`src/design/assert_macros.svh`:
```
// Assertion macros for the limit order matcher RTL, included by the back end.
`ifndef ASSERT_MACROS_SVH
`define ASSERT_MACROS_SVH
`ifndef SYNTH
// Assert an implication every clock, disabled in reset.
`define LOM_ASSERT_IMP(lbl, clk, rst_n, ante, cons) \
	lbl: assert property (@(posedge clk) disable iff (!rst_n) (ante) |-> (cons)) \
		else $error("assertion failed");
// Assert a next-cycle implication every clock, disabled in reset.
`define LOM_ASSERT_NXT(lbl, clk, rst_n, ante, cons) \
	lbl: assert property (@(posedge clk) disable iff (!rst_n) (ante) |=> (cons)) \
		else $error("assertion failed");
`else
`define LOM_ASSERT_IMP(lbl, clk, rst_n, ante, cons)
`define LOM_ASSERT_NXT(lbl, clk, rst_n, ante, cons)
`endif
`endif

```
`src/design/lom_pkg.sv`:
```
// Package for the limit order matcher: types, codes and defaults.
package lom_pkg;
	localparam int DefOrderSlots = 32;
	localparam int QueueDepth = 2;

	typedef enum logic [2:0] {
		KIND_FILL        = 3'd0,
		KIND_RESTED      = 3'd1,
		KIND_FILLED      = 3'd2,
		KIND_CXL_DONE    = 3'd3,
		KIND_CXL_MISSING = 3'd4,
		KIND_DROPPED     = 3'd5
	} kind_t;

	typedef enum logic {
		OP_ADD    = 1'b0,
		OP_CANCEL = 1'b1
	} opcode_t;

	// Classified command handed from the front to the back.
	typedef struct packed {
		logic        is_cancel;
		logic        is_sell;
		logic [63:0] ident;
		logic [31:0] price;
		logic [31:0] qty;
	} cmd_t;

	typedef enum logic [2:0] {
		ST_IDLE,
		ST_SCAN,
		ST_FILL,
		ST_FINAL,
		ST_OUT
	} state_t;
endpackage

```
`src/design/lom_front.sv`:
```
// Front end: takes input transfers, classifies them and queues commands.
module lom_front
	import lom_pkg::*;
(
	input  logic         clk,
	input  logic         arst_n,
	input  logic         in_valid,
	output logic         in_ready,
	input  logic [129:0] in_data,
	output logic         cmd_valid,
	input  logic         cmd_ready,
	output cmd_t         cmd
);
	localparam int PtrW = $clog2(QueueDepth);
	cmd_t            fifo_q [QueueDepth];
	logic [PtrW-1:0] wr_q, rd_q;
	logic [PtrW:0]   cnt_q;
	cmd_t            cmd_in;
	logic            push, pop;

	// Decode the packed payload into a command.
	always_comb begin
		cmd_in.is_cancel = (in_data[0] == OP_CANCEL);
		cmd_in.is_sell   = in_data[1];
		cmd_in.ident     = in_data[65:2];
		cmd_in.price     = in_data[97:66];
		cmd_in.qty       = in_data[129:98];
	end

	assign in_ready  = (cnt_q != (PtrW+1)'(QueueDepth));
	assign push      = in_valid && in_ready;
	assign cmd_valid = (cnt_q != '0);
	assign pop       = cmd_valid && cmd_ready;
	assign cmd       = fifo_q[rd_q];

	// Queue storage.
	always_ff @(posedge clk) begin
		if (push) fifo_q[wr_q] <= cmd_in;
	end

	// Queue pointers.
	always_ff @(posedge clk or negedge arst_n) begin
		if (!arst_n) begin
			wr_q  <= '0;
			rd_q  <= '0;
			cnt_q <= '0;
		end else begin
			if (push) wr_q <= (wr_q == PtrW'(QueueDepth-1)) ? '0 : wr_q + 1'b1;
			if (pop)  rd_q <= (rd_q == PtrW'(QueueDepth-1)) ? '0 : rd_q + 1'b1;
			cnt_q <= cnt_q + (PtrW+1)'(push) - (PtrW+1)'(pop);
		end
	end
endmodule

```
`config.mk`:
```
export PLATFORM = sky130hd
export DESIGN_NAME = lom_front
export DESIGN_NICKNAME = d
export VERILOG_FILES = /design/src/design/assert_macros.svh /design/src/design/lom_pkg.sv /design/src/design/lom_front.sv
export SDC_FILE = /design/constraint.sdc
export NUM_CORES = 1
export LEC_CHECK = 0
export ABC_AREA = 1
export CAP_MARGIN = 40
export CORE_ASPECT_RATIO = 1.5
export CORE_MARGIN = 2
export CORE_UTILIZATION = 60
export CTS_CLUSTER_SIZE = 10
export DETAILED_ROUTE_END_ITERATION = 8
export DONT_BUFFER_PORTS = 1
export MAX_ROUTING_LAYER = met4
export PLACE_DENSITY = 0.74
export SLEW_MARGIN = 20
export SYNTH_ARGS = -nofsm -noshare
export SYNTH_HDL_FRONTEND = slang
export SYNTH_SLANG_ARGS = --single-unit
```
`constraint.sdc`:
```
create_clock -name clk -period 16.1 [get_ports clk]
set_input_delay 0 -clock clk [delete_from_list [all_inputs] [get_ports clk]]
set_output_delay 0 -clock clk [all_outputs]
set_load 0.05 [all_outputs]
```
* Word-level counts from Yosys, hierarchy flattened
Memories as Yosys holds them, arrays and structs flattened. Index checks and enable logic that the tools add are counted.
Storage, ports and cells: flip-flop bits (word level) 4, memory bits (writable) 260, bits of input ports 134, output and inout port bits 132, logic and storage cells 16, memories kept 1
Memory list:
- fifo_q | words 2, width 130, rd ports 1, clocked after memory_dff 0, write ports 1, RTL line lom_front.sv:15 | cmd_t fifo_q [QueueDepth];
Operators by class: add/sub/neg operators 4, eq/ne operators 1, multiplexer cells 4, reductions and logical operators 3
Operators with widths (count):
- 2-to-1 mux 1 bit | 4
- adder 1 bit, second input constant | 2
- adder 2 x 1 -> 2 bit | 1
- logical AND 1 bit | 2
- != test 2 bit, second input constant | 1
- nonzero test 2 bit | 1
- subtractor 2 x 1 -> 2 bit | 1

* Depth between registers and ports, before layout
Gate-level depths: netlist of run 1.
word-level depth 4, gate-level depth with buffers 12, gate-level depth less buffers 12

* Least setup slack after synthesis of run 1
Ideal clock, no wire load.
kind flip-flop to flip-flop, start register cnt_q[1], end memory fifo_q[1][0] in the netlist's numbering, enable pin, setup time 0.623 ns, arrival 6.456 ns, setup slack 9.021 ns, cell stages (with the launch flop) 4, path buffers 0, clock period less this slack 7.079 ns, cells stage by stage dfrtp_1 nand2_1 nand2_1 nor2_1
On the way: word-level cells in the longest chain between the ends 4
Ends and longest elaborated chain:
- start: declaration | RTL line lom_front.sv:17 | logic [PtrW:0] cnt_q;
- start signal: assignment | RTL line lom_front.sv:50 | cnt_q <= cnt_q + (PtrW+1)'(push) - (PtrW+1)'(pop);
- != test 2 bit | RTL line lom_front.sv:30 | assign in_ready = (cnt_q != (PtrW+1)'(QueueDepth));
- via in_ready | RTL line lom_front.sv:8 | output logic in_ready,
- logical AND 1 bit | RTL line lom_front.sv:31 | assign push = in_valid && in_ready;
- 2-to-1 mux 1 bit | RTL line lom_front.sv:38 | if (push) fifo_q[wr_q] <= cmd_in;
- 2-to-1 mux 1 bit (not written as such) | RTL line lom_front.sv:38
- end: declaration | RTL line lom_front.sv:15
The timed path passes the listed nets, and every way through them passes these cells.

* Worst setup path in the final report of run 1
start register cnt_q[0], end memory fifo_q[0][90] in the netlist's numbering, enable pin
The elaborated chain is that of the path after synthesis.

==> results of run 1 <==
metrics by stage:
stage,util [%],cells
final,75.24,1078
after global routing,75.22,1077
after CTS,75.19,1075
after detailed placement,61.66,897
after global placement,61.19,894
after floorplan,-,711
cells by family (layout without fill, tap and decap cells):
family,after synthesis,after routing,share of synthesized area [%]
compound gates,2,2,0.1027
xor+xnor,1,1,0.09000
flops,264,264,81.24
simple gates,406,406,15.68
other cells,0,3,0
buf+inv,37,195,2.751
fa+ha+maj,1,1,0.1285
layout make-up:
type                            count  area share [%]
Multi-Input combinational cell    410           13.03
Tap cell                          206           2.135
Timing Repair Buffer              143           12.10
Clock buffer                       43           6.799
Sequential cell                   264           65.53
Clock inverter                      1         0.07255
Inverter                            8          0.2695
Antenna cell                        3         0.06218
layer usage:
layer / routed length [µm] / share of wire [%] / vias up / global-route usage (%)
li1: - / - / 2678 / -
met2: 10820 / 53 / 283 / 41.28
met4: 734 / 3.6 / 0 / 9.324
met3: 1693 / 8.2 / 61 / 6.163
met1: 7304 / 36 / 2760 / 25.14
met5: 0 / 0 / - / -
flip-flops by register name, summed over array words and instances (netlist names):
name and count:
fifo_q 260, wr_q 1, cnt_q 2, rd_q 1
synthesized netlist by cell type:
cell | count | area (µm²)
o21ai_0 | 1 | 5.000
buf_6 | 9 | 101.4
nand2_1 | 399 | 1498
xor2_1 | 1 | 8.760
nand3_1 | 2 | 10.01
buf_4 | 11 | 82.58
buf_2 | 7 | 35.03
edfxtp_1 | 260 | 7807
inv_2 | 1 | 3.750
ha_1 | 1 | 12.51
nor2_1 | 5 | 18.77
a21oi_1 | 1 | 5.000
clkbuf_1 | 1 | 3.750
dfrtp_1 | 4 | 100.1
buf_8 | 1 | 15.01
inv_1 | 7 | 26.28
power breakdown:
part / switching (mW) / leakage (nW) / internal (mW) / total, mW
clock: 0.235 / 0.400 / 0.346 / 0.581
combinational: 0.983 / 1.86 / 0.128 / 1.11
sequential: 0.0510 / 2.46 / 0.939 / 0.990
total: 1.27 / 4.72 / 1.41 / 2.68
worst min-delay path by stage:
stage	start	to	slack (ns)	depth (start not counted)
after detailed placement	arst_n	cnt_q[0]	-0.30	0
after floorplan	arst_n	cnt_q[0]	-0.30	0
after global placement	arst_n	cnt_q[0]	-0.30	0
final	in_data[72]	fifo_q[0][38]	0.13	1
after CTS	in_data[59]	fifo_q[0][121]	0.09	1
after global routing	in_data[95]	fifo_q[1][61]	0.11	1
what timing repair did:
item / 4_1_cts / 5_1_grt
gates resized for setup: 0 / 0
buffers inserted: 0 / 0
hold endpoints to repair: 268 / 0
hold buffers: 134 / 0
==> flow_metrics.py, run 1 <==
metrics = {
    "synthesis": {
        "syn-cell-area_mm2": 0.009733,
        "synth_nets": 846,
        "ys_seq_elements": 264,
        "yosysWarnings": 0,
        "ys_types": 16,
        "syn_avg_cell_area_um2": 13.69,
        "ys_seq_area_share_pct": 81.24,
        "postSynthCellCount": 711,
    },
    "die": {
        "die_width_um": 108.0,
        "die_area_mm2": 0.01728,
        "start_util_pct": 60.65,
        "die_h_um": 160.0,
        "rows": 57,
        "fp.coreArea_mm2": 0.01605,
        "io_pins": 266,
    },
    "grt": {
        "grt_util_all_layers_pct": 23.58,
        "grt-ovfl-total": 0,
        "antenna_found_initial": 2,
        "grt_pass1_vias": 6003,
        "grt_start_max_net_pins": 68,
        "grt_pass1_wl_um": 30260,
    },
    "setup_path": {
        "cp_top_family": "buffers and inverters",
        "path_max_fanout": 53,
        "cp.buffers_inverters": 4,
        "endpoint_kind": "flop",
        "critPathSlowestCell": "buf_4",
        "reg2reg_depth": 7,
        "crit_required_ns": 16.30,
        "path_cells": "inv_1 > nand2_1 > nand2_1 > nor2_4 > buf_4 > buf_4 > buf_16",
        "arrival_ns": 3.38,
        "cp.depth": 7,
        "r2r-end": "fifo_q[0][90]",
        "worst-setup-path-type": "reg2reg",
        "startpoint": "cnt_q[0]",
        "setup.worst_path.end": "fifo_q[0][90]",
        "cp-start-kind": "flop",
        "timing.rr.start": "cnt_q[0]",
        "r2r_slack_ns": 12.92,
        "slowest_delay_ns": 0.57,
    },
    "clocking": {
        "htreeDepth": 1,
        "cts_tree": "yes",
        "cts_buffers": 30,
        "cts.sinks": 264,
        "clockBufferDepth": 3,
        "clock_latency_ns": 0.53,
        "clk_pin_slew_worst_paths_ns": 0.06,
        "cts_root_buf": "clkbuf_16",
    },
    "pwr": {
        "power.density_mw_per_mm2": 222.1,
        "p_total_mw": 2.681,
        "p_leak_nw": 4.721,
        "ir_drop_mv": 0.2111,
    },
    "placement": {
        "place_congestion": 0.7621,
        "numPortBuffers": 0,
        "dp_slack_ns": 13.03,
        "post_dp_cell_area_mm2": 0.009894,
        "post-dp-hpwl_um": 11450,
    },
    "hold_path": {
        "worstHoldPathType": "in2reg",
    },
    "sta": {
        "slew_viol_final": 0,
        "timing.hold.ws_ns": 0.1294,
        "hold_viol": 0,
        "finalCritPeriodShare_pct": 19.77,
        "fmaxAchievable_mhz": 314.2,
        "setup_viol": 0,
        "rsz0062_at_grt": "false",
        "skew_ns": 0.01507,
        "slew_headroom_pct": 53.43,
        "fin_crit_ns": 3.182,
        "fin_setup_tns_ns": 0,
        "worst_slew_pin_slew_ns": 0.6985,
        "worst_slack_ns": 12.92,
    },
    "route": {
        "drc": 0,
        "viasPerCell": 5.364,
        "finalWirelength_um": 20550,
        "wl_per_cell_um": 19.06,
        "vias": 5782,
        "postRouteAntennaNets": 0,
        "drt_pass1_iterations": 5,
        "drtIter0Drc": 415,
    },
    "finish": {
        "fill_cells": 916,
        "final_cell_mix": "nand2_1 (399), edfxtp_1 (260), dlygate4sd3_1 (134)",
        "layout-drive-gt1-share_pct": 5.178,
        "fin_area_mm2": 0.01207,
        "fin_nets": 992,
        "regArea_mm2": 0.007911,
        "final_common_cell": "nand2_1",
        "syn2layout_area_growth_pct": 24.04,
        "multi_input_area_mm2": 0.001573,
    },
    "status": {
        "status": "complete, no violations",
    },
    "job": {
        "cap_violations": 0,
    },
}
Power figures use the tool's default switching activity.
==> run 2: changes to the inputs <==
CORE_UTILIZATION = 56   (was 60)
PLACE_DENSITY = 0.72   (was 0.74)
clock period = 2.57 ns   (was 16.1 ns; I/O delays follow)
==> run 2 against run 1 <==
Effect of this change: register-to-register slack got worse by 12 ns; global-route usage down 1.5 points; highest routed layer unchanged; sequential power grew to 6.2 times the previous value; combinational power rose to 6.4 times the previous value.
==> flow_metrics.py, run 2 (synthesized netlist as in run 1, its figures left out) <==
metrics = {
    "status": {
        "status": "complete, no violations",
    },
    "sta": {
        "timing.hold.ws_ns": 0.1198,
        "slew_viol_final": 0,
        "setup_viol": 0,
        "worst_slew_pin_slew_ns": 0.6081,
        "hold_viol": 0,
        "rsz0062_at_grt": "false",
        "fmaxAchievable_mhz": 421.2,
        "fin_setup_tns_ns": 0,
        "fin_crit_ns": 2.374,
        "slew_headroom_pct": 59.46,
        "skew_ns": 0.01096,
        "finalCritPeriodShare_pct": 92.38,
    },
    "route": {
        "drt_pass1_iterations": 6,
        "postRouteAntennaNets": 0,
        "drc": 0,
        "viasPerCell": 5.360,
        "drtIter0Drc": 492,
        "wl_per_cell_um": 19.17,
        "vias": 5837,
        "finalWirelength_um": 20880,
    },
    "grt": {
        "grt_pass1_wl_um": 30630,
        "grt-ovfl-total": 0,
        "grt_start_max_net_pins": 131,
        "grt_util_all_layers_pct": 22.04,
        "grt_pass1_vias": 5862,
        "antenna_found_initial": 2,
    },
    "setup_path": {
        "endpoint_kind": "output pin",
        "cp-start-kind": "flop",
        "timing.rr.start": "cnt_q[1]",
        "reg2reg_depth": 4,
        "crit_required_ns": 2.57,
        "worst-setup-path-type": "reg2out",
        "r2r_slack_ns": 0.86,
        "startpoint": "rd_q",
        "arrival_ns": 2.37,
        "path_max_fanout": 51,
        "setup.worst_path.end": "cmd[32]",
        "r2r-end": "fifo_q[1][55]",
    },
    "clocking": {
        "ctsHoldBuffers": 134,
        "cts.sinks": 264,
        "cts_tree": "yes",
        "htreeDepth": 1,
        "cts_setup_buffers": 0,
        "cts_root_buf": "clkbuf_16",
        "clk_pin_slew_worst_paths_ns": 0.06,
        "post_cts_resized": 0,
        "cts_buffers": 30,
        "clockBufferDepth": 3,
        "clock_latency_ns": 0.53,
    },
    "placement": {
        "place_congestion": 0.8469,
        "numPortBuffers": 0,
        "post-dp-hpwl_um": 12060,
    },
    "die": {
        "rows": 59,
        "die_width_um": 111.6,
        "die_h_um": 165.5,
        "die_area_mm2": 0.01847,
        "start_util_pct": 56.59,
        "io_pins": 266,
        "fp.coreArea_mm2": 0.01720,
    },
    "pwr": {
        "ir_drop_mv": 1.009,
        "p_leak_nw": 4.748,
        "power.density_mw_per_mm2": 1392,
    },
    "hold_path": {
        "worstHoldPathType": "in2reg",
        "hp-start": "in_data[48]",
    },
    "finish": {
        "final_util_pct": 70.61,
        "layout-drive-gt1-share_pct": 5.842,
        "largest_reg_flops": 260,
        "regArea_mm2": 0.007911,
        "fill_cells": 1086,
        "multi_input_area_mm2": 0.001588,
        "final_common_cell": "nand2_1",
        "top_regs": "fifo_q x260, cnt_q x2",
        "final_cell_mix": "nand2_1 (397), edfxtp_1 (260), dlygate4sd3_1 (134)",
        "fin_nets": 995,
        "largest-register": "fifo_q",
        "syn2layout_area_growth_pct": 24.78,
    },
    "job": {
        "cap_violations": 0,
    },
}
## run 2: layout make-up
type | instances | share of cell area (%)
Inverter | 8 | 0.2678
Clock inverter | 1 | 0.07211
Clock buffer | 44 | 6.789
Multi-Input combinational cell | 410 | 13.07
Antenna cell | 3 | 0.06181
Sequential cell | 264 | 65.14
Timing Repair Buffer | 146 | 12.40
Tap cell | 213 | 2.194
## run 2: critical path, stage by stage (launching register included)
cell     delay [ns]
dfrtp_4        0.50
inv_4          0.44
buf_4          0.36
nand2_1        0.12
nand2_1        0.41
## run 2: stage by stage
stage	cells	total power [mW]	cell area [µm²]	worst slack (ns)
floorplan	711	12.36	9763	-0.5034
global placement	907	12.96	9963	0.8522
detailed placement	907	13.09	9963	0.8263
CTS	1086	16.93	12140	0.2484
global route	1088	17.59	12140	0.1078
finish	1089	16.91	12150	0.1960
## run 2: how the worst min path moves through the flow
stage,endpoint,depth (start not counted)
floorplan,cnt_q[0],0
global placement,cnt_q[0],0
detailed placement,cnt_q[0],0
CTS,fifo_q[0][32],1
global route,fifo_q[1][121],1
finish,fifo_q[1][110],1
## run 2: routing by layer
metal	track usage, %	wire length (µm)
met3	5.182	1490
met5	-	0
met2	37.52	10910
met4	9.877	843
met1	25.05	7633
## run 2: report_power, final
part	internal, mW	switching, mW
clock	2.17	1.50
sequential	5.88	0.268
combinational	0.870	6.22
total	8.92	7.98
==> run 3: changes to the inputs <==
RECOVER_POWER = 100   (was unset)
SETUP_SLACK_MARGIN = 0.05   (was unset)
==> run 3 against run 2 <==
Effect of this change: clock power barely moved; final area down 0.60%; maximum frequency down 0.79%; combinational power decreased by 1%; power is 0.57% lower; clock-buffer cell count unchanged; non-clock buffer count unchanged; core utilization down 0.42 points; final cell count unchanged; first-iteration DRC count grew 4.1%; sequential share of layout area grew 0.39 points.
==> flow_metrics.py, run 3 (synthesized netlist as in run 1, its figures left out) <==
metrics = {
    "setup_path": {
        "r2r-end": "fifo_q[1][102]",
        "endpoint_kind": "output pin",
        "r2r_slack_ns": 0.18,
        "path_max_fanout": 130,
        "worst-setup-path-type": "reg2out",
        "cp-start-kind": "flop",
        "crit_required_ns": 2.57,
        "timing.rr.start": "cnt_q[1]",
        "reg2reg_depth": 4,
        "arrival_ns": 2.39,
    },
    "sta": {
        "hold_viol": 0,
        "slew_viol_final": 0,
        "finalCritPeriodShare_pct": 93.11,
        "fin_crit_ns": 2.393,
        "worst_slew_pin_slew_ns": 0.9942,
        "skew_ns": 0.01018,
        "rsz0062_at_grt": "false",
        "slew_headroom_pct": 33.72,
        "setup_viol": 0,
        "fmaxAchievable_mhz": 417.9,
    },
    "clocking": {
        "htreeDepth": 1,
        "cts_setup_buffers": 0,
        "clk_pin_slew_worst_paths_ns": 0.06,
        "clock_latency_ns": 0.53,
        "cts.sinks": 264,
        "cts_root_buf": "clkbuf_16",
        "clockBufferDepth": 3,
        "cts_tree": "yes",
        "cts_buffers": 30,
    },
    "route": {
        "highest_layer": "met4",
        "postRouteAntennaNets": 0,
        "viasPerCell": 5.354,
        "drc": 0,
        "dr_wl_met2_um": 10930,
        "finalWirelength_um": 20840,
        "drt_pass1_iterations": 5,
        "drtIter0Drc": 512,
        "vias": 5831,
        "drt-met1-wl_um": 7527,
        "wl_per_cell_um": 19.13,
        "wl_met3_um": 1536,
    },
    "die": {
        "fp.coreArea_mm2": 0.01720,
        "die_h_um": 165.5,
        "start_util_pct": 56.59,
        "rows": 59,
        "die_width_um": 111.6,
        "io_pins": 266,
        "die_area_mm2": 0.01847,
    },
    "finish": {
        "regArea_mm2": 0.007911,
        "fill_cells": 1101,
        "layout-drive-gt1-share_pct": 5.384,
        "top_regs": "fifo_q x260, cnt_q x2",
        "fin_area_mm2": 0.01207,
        "final_common_cell": "nand2_1",
        "largest_reg_flops": 260,
        "fin_nets": 995,
        "syn2layout_area_growth_pct": 24.04,
        "final_cell_mix": "nand2_1 (399), edfxtp_1 (260), dlygate4sd3_1 (134)",
        "largest-register": "fifo_q",
        "multi_input_area_mm2": 0.001558,
        "final_util_pct": 70.19,
    },
    "pwr": {
        "power.density_mw_per_mm2": 1392,
        "p_leak_nw": 4.726,
        "ir_drop_mv": 1.009,
    },
    "grt": {
        "grt_pass1_wl_um": 30630,
        "antenna_found_initial": 2,
        "grt_pass1_vias": 5862,
        "grt-ovfl-total": 0,
        "grt_start_max_net_pins": 131,
        "grt_util_all_layers_pct": 22.04,
    },
    "job": {
        "cap_violations": 0,
    },
    "placement": {
        "post-dp-hpwl_um": 12060,
        "numPortBuffers": 0,
        "place_congestion": 0.8469,
        "post_dp_cell_area_mm2": 0.009963,
    },
    "hold_path": {
        "hold_depth": 1,
        "worstHoldPathType": "in2reg",
        "holdPathEnd": "fifo_q[1][110]",
        "hp-start": "in_data[48]",
    },
    "status": {
        "status": "complete, no violations",
    },
}
## run 3: cell count changes in the layout (fill, tap and decap cells not counted), sizes merged
cell    previous run  this run
buf               12         9
clkbuf            44        47
## run 3: timing repair
item	CTS	global route
resized for setup	0	0
hold endpoints to repair	268	0
hold buffers	134	0
setup endpoints to repair	0	0
## run 3: worst max path at each step
stage / start / end / slack [ns] / cells after the start
CTS: rd_q / cmd[33] / 0.25 / 4
floorplan: cnt_q[1] / fifo_q[1][0] / -0.50 / 3
detailed placement: rd_q / cmd[120] / 0.83 / 4
global route: cnt_q[0] / fifo_q[1][103] / 0.09 / 5
global placement: rd_q / cmd[9] / 0.85 / 4
finish: rd_q / cmd[109] / 0.18 / 4
## run 3: stage by stage
stage | setup TNS [ns] | cells | hold slack [ns] | setup WS (ns) | total power [mW]
2_1_floorplan | -127.40 | 711 | -0.2956 | -0.5034 | 12.36
3_3_place_gp | 0 | 907 | -0.2953 | 0.8522 | 12.96
3_5_place_dp | 0 | 907 | -0.2954 | 0.8263 | 13.09
4_1_cts | 0 | 1086 | 0.08784 | 0.2484 | 16.93
5_1_grt | 0 | 1088 | 0.1023 | 0.08676 | 17.49
6_report | 0 | 1089 | 0.1182 | 0.1771 | 16.81
## run 3: layout make-up
class	instances	share of cell area (%)
inverters	8	0.2695
clock inverters	1	0.07255
multi-input cells	410	12.90
diodes	3	0.06218
well taps	213	2.207
flip-flops and latches	264	65.53
repair buffers	146	12.13
clock buffers	44	6.830
## run 3: worst max-delay path: stages (launching register included)
cell      delay [ns]
dfrtp_4         0.43
buf_6           0.67
nand2_1         0.20
nand2_1         0.15
clkbuf_2        0.29
## run 3: where the power goes
group / total, mW / switching, mW / internal, mW
Combinational: 6.99 / 6.19 / 0.802
Sequential: 6.14 / 0.257 / 5.89
Clock: 3.67 / 1.50 / 2.17
## run 3: layer usage
| layer | vias to the layer above | GRT usage (%) |
|---|---|---|
| met2 | 319 | 37.52 |
| met3 | 73 | 5.182 |
| li1 | 2688 | - |
| met5 | - | - |
| met1 | 2751 | 25.05 |
| met4 | 0 | 9.877 |
